**config.mk**
```make
export PLATFORM = sky130hd
export DESIGN_NAME = lcs_strings
export DESIGN_NICKNAME = d
export VERILOG_FILES = /design/src/rtl/lcs_pkg.sv /design/src/rtl/lcs_strings.sv
export SDC_FILE = /design/constraint.sdc
export NUM_CORES = 1
export LEC_CHECK = 0
export CAP_MARGIN = 10
export CORE_UTILIZATION = 43
export DETAILED_ROUTE_END_ITERATION = 10
export DONT_BUFFER_PORTS = 1
export PLACE_DENSITY = 0.67
export SLEW_MARGIN = 20
export SYNTH_ARGS = -nofsm -noshare
export SYNTH_HDL_FRONTEND = slang
export SYNTH_SLANG_ARGS = --single-unit
```
**constraint.sdc**
```tcl
create_clock -name clk -period 5.3 [get_ports clk]
set_clock_uncertainty 0.2 [all_clocks]
set_input_delay 0.795 -clock clk [delete_from_list [all_inputs] [get_ports clk]]
set_output_delay 0.795 -clock clk [all_outputs]
set_load 0.005 [all_outputs]
```
**src/rtl/lcs_pkg.sv**
```systemverilog
`timescale 1ns / 1ps
// ----------------------------------------------------------------------------
// lcs_pkg
// shared types and constants of the longest common subsequence engine
// ----------------------------------------------------------------------------
`default_nettype none

package lcs_pkg;

  localparam int CHAR_W     = 8;
  localparam int LEN_W      = 6;
  localparam int OP_W       = 2;
  localparam int OUT_DATA_W = 16;
  localparam int RESULT_CAP = 32;

  localparam logic [OP_W-1:0] OP_APPEND_X = 2'd0;
  localparam logic [OP_W-1:0] OP_APPEND_Y = 2'd1;
  localparam logic [OP_W-1:0] OP_RUN      = 2'd2;

  typedef enum logic [3:0] {
    ST_IDLE,
    ST_FILL_RD,
    ST_FILL_WR,
    ST_TB_START,
    ST_TB_RV,
    ST_TB_RD,
    ST_TB_RL,
    ST_TB_RU,
    ST_TB_DEC,
    ST_OUT_START,
    ST_OUT_RD,
    ST_OUT_LD,
    ST_OUT_EMPTY,
    ST_FINISH
  } state_t;

endpackage

`default_nettype wire

```
**src/rtl/lcs_strings.sv**
```systemverilog
`timescale 1ns / 1ps
// ----------------------------------------------------------------------------
// lcs_strings
// character stores of both input strings, one write and two registered reads
// ----------------------------------------------------------------------------
`default_nettype none

module lcs_strings #(
  parameter int MAX_LEN = 32,
  parameter int AW      = 5
) (
  input  wire logic                       clk,
  input  wire logic                       we_x,
  input  wire logic                       we_y,
  input  wire logic [AW-1:0]              waddr,
  input  wire logic [lcs_pkg::CHAR_W-1:0] wdata,
  input  wire logic [AW-1:0]              raddr_x,
  input  wire logic [AW-1:0]              raddr_y,
  output logic      [lcs_pkg::CHAR_W-1:0] rdata_x,
  output logic      [lcs_pkg::CHAR_W-1:0] rdata_y
);

  logic [lcs_pkg::CHAR_W-1:0] x_mem [MAX_LEN];
  logic [lcs_pkg::CHAR_W-1:0] y_mem [MAX_LEN];
  logic [lcs_pkg::CHAR_W-1:0] rdata_x_r;
  logic [lcs_pkg::CHAR_W-1:0] rdata_y_r;

  always_ff @(posedge clk) begin
    if (we_x) begin
      x_mem[waddr] <= wdata;
    end
    if (we_y) begin
      y_mem[waddr] <= wdata;
    end
    rdata_x_r <= x_mem[raddr_x];
    rdata_y_r <= y_mem[raddr_y];
  end

  assign rdata_x = rdata_x_r;
  assign rdata_y = rdata_y_r;

endmodule

`default_nettype wire

```
==> metrics.csv <==
stage,metric,value,unit
critical_path,critical_path.slowest_cell,nor2_1,
sta,tightest_slew,0.916,ns
synthesis,synth_nets,859,
critical_path,r2r_end,rdata_x[6],
cts,numClockSinks,528,
critical_path,crit_chain,"nand3b_1, nor2_1",
synthesis,avgSynthCellArea,24.1,um2
global_route,antenna_found_initial,1,
sta,slew_headroom,38.7,%
run,maxCapViolCount,0,
cts,clkLatencyLatePin,0.57,ns
die,die-width,218,um
drt,vias,8616,
synthesis,ys_seq_area_share,78.2,%
drt,route.antenna.remaining_nets,0,
drt,drt-initial-drc-count,902,
power_and_ir_drop,power_density,377,nW/um2
global_route,grt_max_degree,65,
die,die_h,218,um
drt,viasPerCell,5.84,
cts,post_cts_buffers,0,
critical_path,worst-path-buf-inv,0,
critical_path,rr_worst_depth,3,
critical_path,crit_required,5.28,ns
global_route,grt-ovfl-total,0,
placement,place_ws,2.57,ns
sta,hold_viol,0,
synthesis,synthesis.instances,833,
global_route,grt_first_pass_wirelength,59.7,mm
finish,nets,864,
sta,worst_slack,3.15,ns
sta,fmax,0.464,GHz
placement,hpwl,23.1,mm
global_route,grt_pass1_vias,8871,
global_route,grt.total_usage,17.4,%
finish,final_area,22100,um2
cts,cts.reportedPaths.clkPinSlew,0.06,ns
placement,gp_congestion,0.759,
sta,rsz0062_at_grt,no,
cts,postCtsHoldBufs,0,
critical_path,regToRegStartpoint,x_mem[21][6],
synthesis,synth-compound-area-share,0,%
drt,wire_per_inst,27.2,um
sta,whs,0.121,ns
die,rows,78,
cts,cts_buffers,50,
sta,finalCritPeriodShare,40.6,%
status,outcome,"complete, no violations",
critical_path,ff2ff_setup_slack,3.24,ns
sta,drv_slew,0,
synthesis,yosys_warnings,0,
critical_path,critPathLaunch,waddr[1],
cts,cts.htree.levels,2,
critical_path,critical_path_depth,2,
power_and_ir_drop,power_leakage,6.68,nW
critical_path,critPathKind,in -> reg,
synthesis,synth-simple-area-share,1.77,%
placement,place_area,20600,um2
drt,routed_wl,40.2,mm
die,ios,42,
sta,setup_viol,0,
cts,root_buffer,clkbuf_16,
synthesis,synthMuxAreaShare,18.8,%
critical_path,endpoint,x_mem[9][2],
drt,dr.pass1.iters,4,
cts,cts.repair.resized,0,
cts,cts_tree,built,
cts,clk_path_buf_depth,3,
synthesis,synth_seq_cells,528,
critical_path,cpPeakStageDelay,0.83,ns
synthesis,netlist_area,20100,um2
drt,route.detailed.drc,0,
die,initial_utilization,43.9,%
critical_path,cp-end-kind,flip-flop,
synthesis,synth_top_family_by_area,multiplexers,
critical_path,crit_family,simple AND/OR/NAND/NOR gates,
finish,fillers,3646,
placement,port_buffers,0,
finish,area_delta_synth_final,10.3,%
sta,period_needed,2.15,ns
die,die_area,47600,um2
synthesis,synth_fa_ha_area_share,0,%
critical_path,cp.arrival,2.13,ns
critical_path,setup.worst_path.start_class,input port,
finish,drive_above_1_share,27.9,%
critical_path,path_max_fanout,8,
die,design.core.area,45700,um2
synthesis,synth_cell_types,16,
power_and_ir_drop,ir_worst_vdd,0.310,mV
synthesis,synth-xor-area-share,0,%
min_path,hp-class,in -> reg,
sta,fin_setup_tns,0,ns
layout by cell type (no fill, tap or decap):
master,Yosys,final
bufinv_16,0,4
clkbuf_1,17,10
clkbuf_16,0,51
clkbuf_8,0,2
clkinv_1,0,14
clkinv_2,0,4
clkinv_4,0,2
dfxtp_1,16,16
diode_2,0,1
edfxtp_1,512,512
inv_6,0,1
mux2_2,16,16
mux4_2,160,160
nand2_1,3,3
nand3_1,3,3
nand3b_1,5,5
nor2_1,65,65
nor2b_1,1,1
or3_1,1,1
or3b_2,4,4
state kept, by name (all words and copies together) (netlist names):
signal   count
x_mem      256
y_mem      256
rdata_x      8
rdata_y      8
through the flow:
| step | utilization [%] | power, W | instances |
|---|---|---|---|
| after floorplan | - | 0.00499 | 833 |
| after global placement | 45.1 | 0.00501 | 1386 |
| after detailed placement | 45.1 | 0.00501 | 1386 |
| after CTS | 48.5 | 0.00842 | 1474 |
| after global routing | 48.5 | 0.00857 | 1474 |
| final | 48.5 | 0.00836 | 1475 |
cell usage after synthesis:
cell type	n	area [um2]
edfxtp_1	512	15400
mux4_2	160	3600
nor2_1	65	244
clkbuf_1	17	63.8
dfxtp_1	16	320
mux2_2	16	180
buf_1	14	52.6
buf_4	12	90.1
nand3b_1	5	37.5
or3b_2	4	35.0
nand2_1	3	11.3
nand3_1	3	15.0
buf_2	2	10.0
buf_6	2	22.5
nor2b_1	1	6.26
or3_1	1	6.26
power by group:
group	switching, W	total (W)	leakage [nW]	internal, W
Sequential	0.0000207	0.00466	4.75	0.00464
Clock	0.00146	0.00344	0.762	0.00197
Combinational	0.0000988	0.000256	1.17	0.000157
logic make-up (layout without fill, tap and decap cells):
kind of cell,Yosys count,in the layout
buf+inv,47,88
flops,528,528
mux,176,176
other cells,0,1
simple gates,82,82
routing by layer:
metal / global-route usage, % / share of wire (%)
met5: 0.938 / 0.15
met4: 3.75 / 1.6
met3: 4.50 / 8.2
met2: 26.4 / 47
met1: 25.2 / 43
area by class of cell:
cell class	count	area, um2	area share [%]
Sequential cell	528	15700	70.9
Multi-Input combinational cell	258	4140	18.7
Clock buffer	63	1340	6.06
Tap cell	600	751	3.39
Clock inverter	25	219	0.989
Antenna cell	1	2.50	0.0113
how the worst min path moves through the flow:
stage                         to  depth (start not counted)    startpoint  slack, ns
finish              y_mem[21][5]                          0      wdata[5]       0.12
global placement      rdata_x[7]                          3  x_mem[15][7]       0.69
detailed placement  y_mem[19][5]                          0      wdata[5]       0.70
CTS                 y_mem[31][4]                          0      wdata[4]       0.10
floorplan             rdata_x[0]                          3  x_mem[12][0]       0.67
global route         y_mem[3][6]                          0      wdata[6]        0.1
Note: power is estimated with default switching activity, not from simulation.
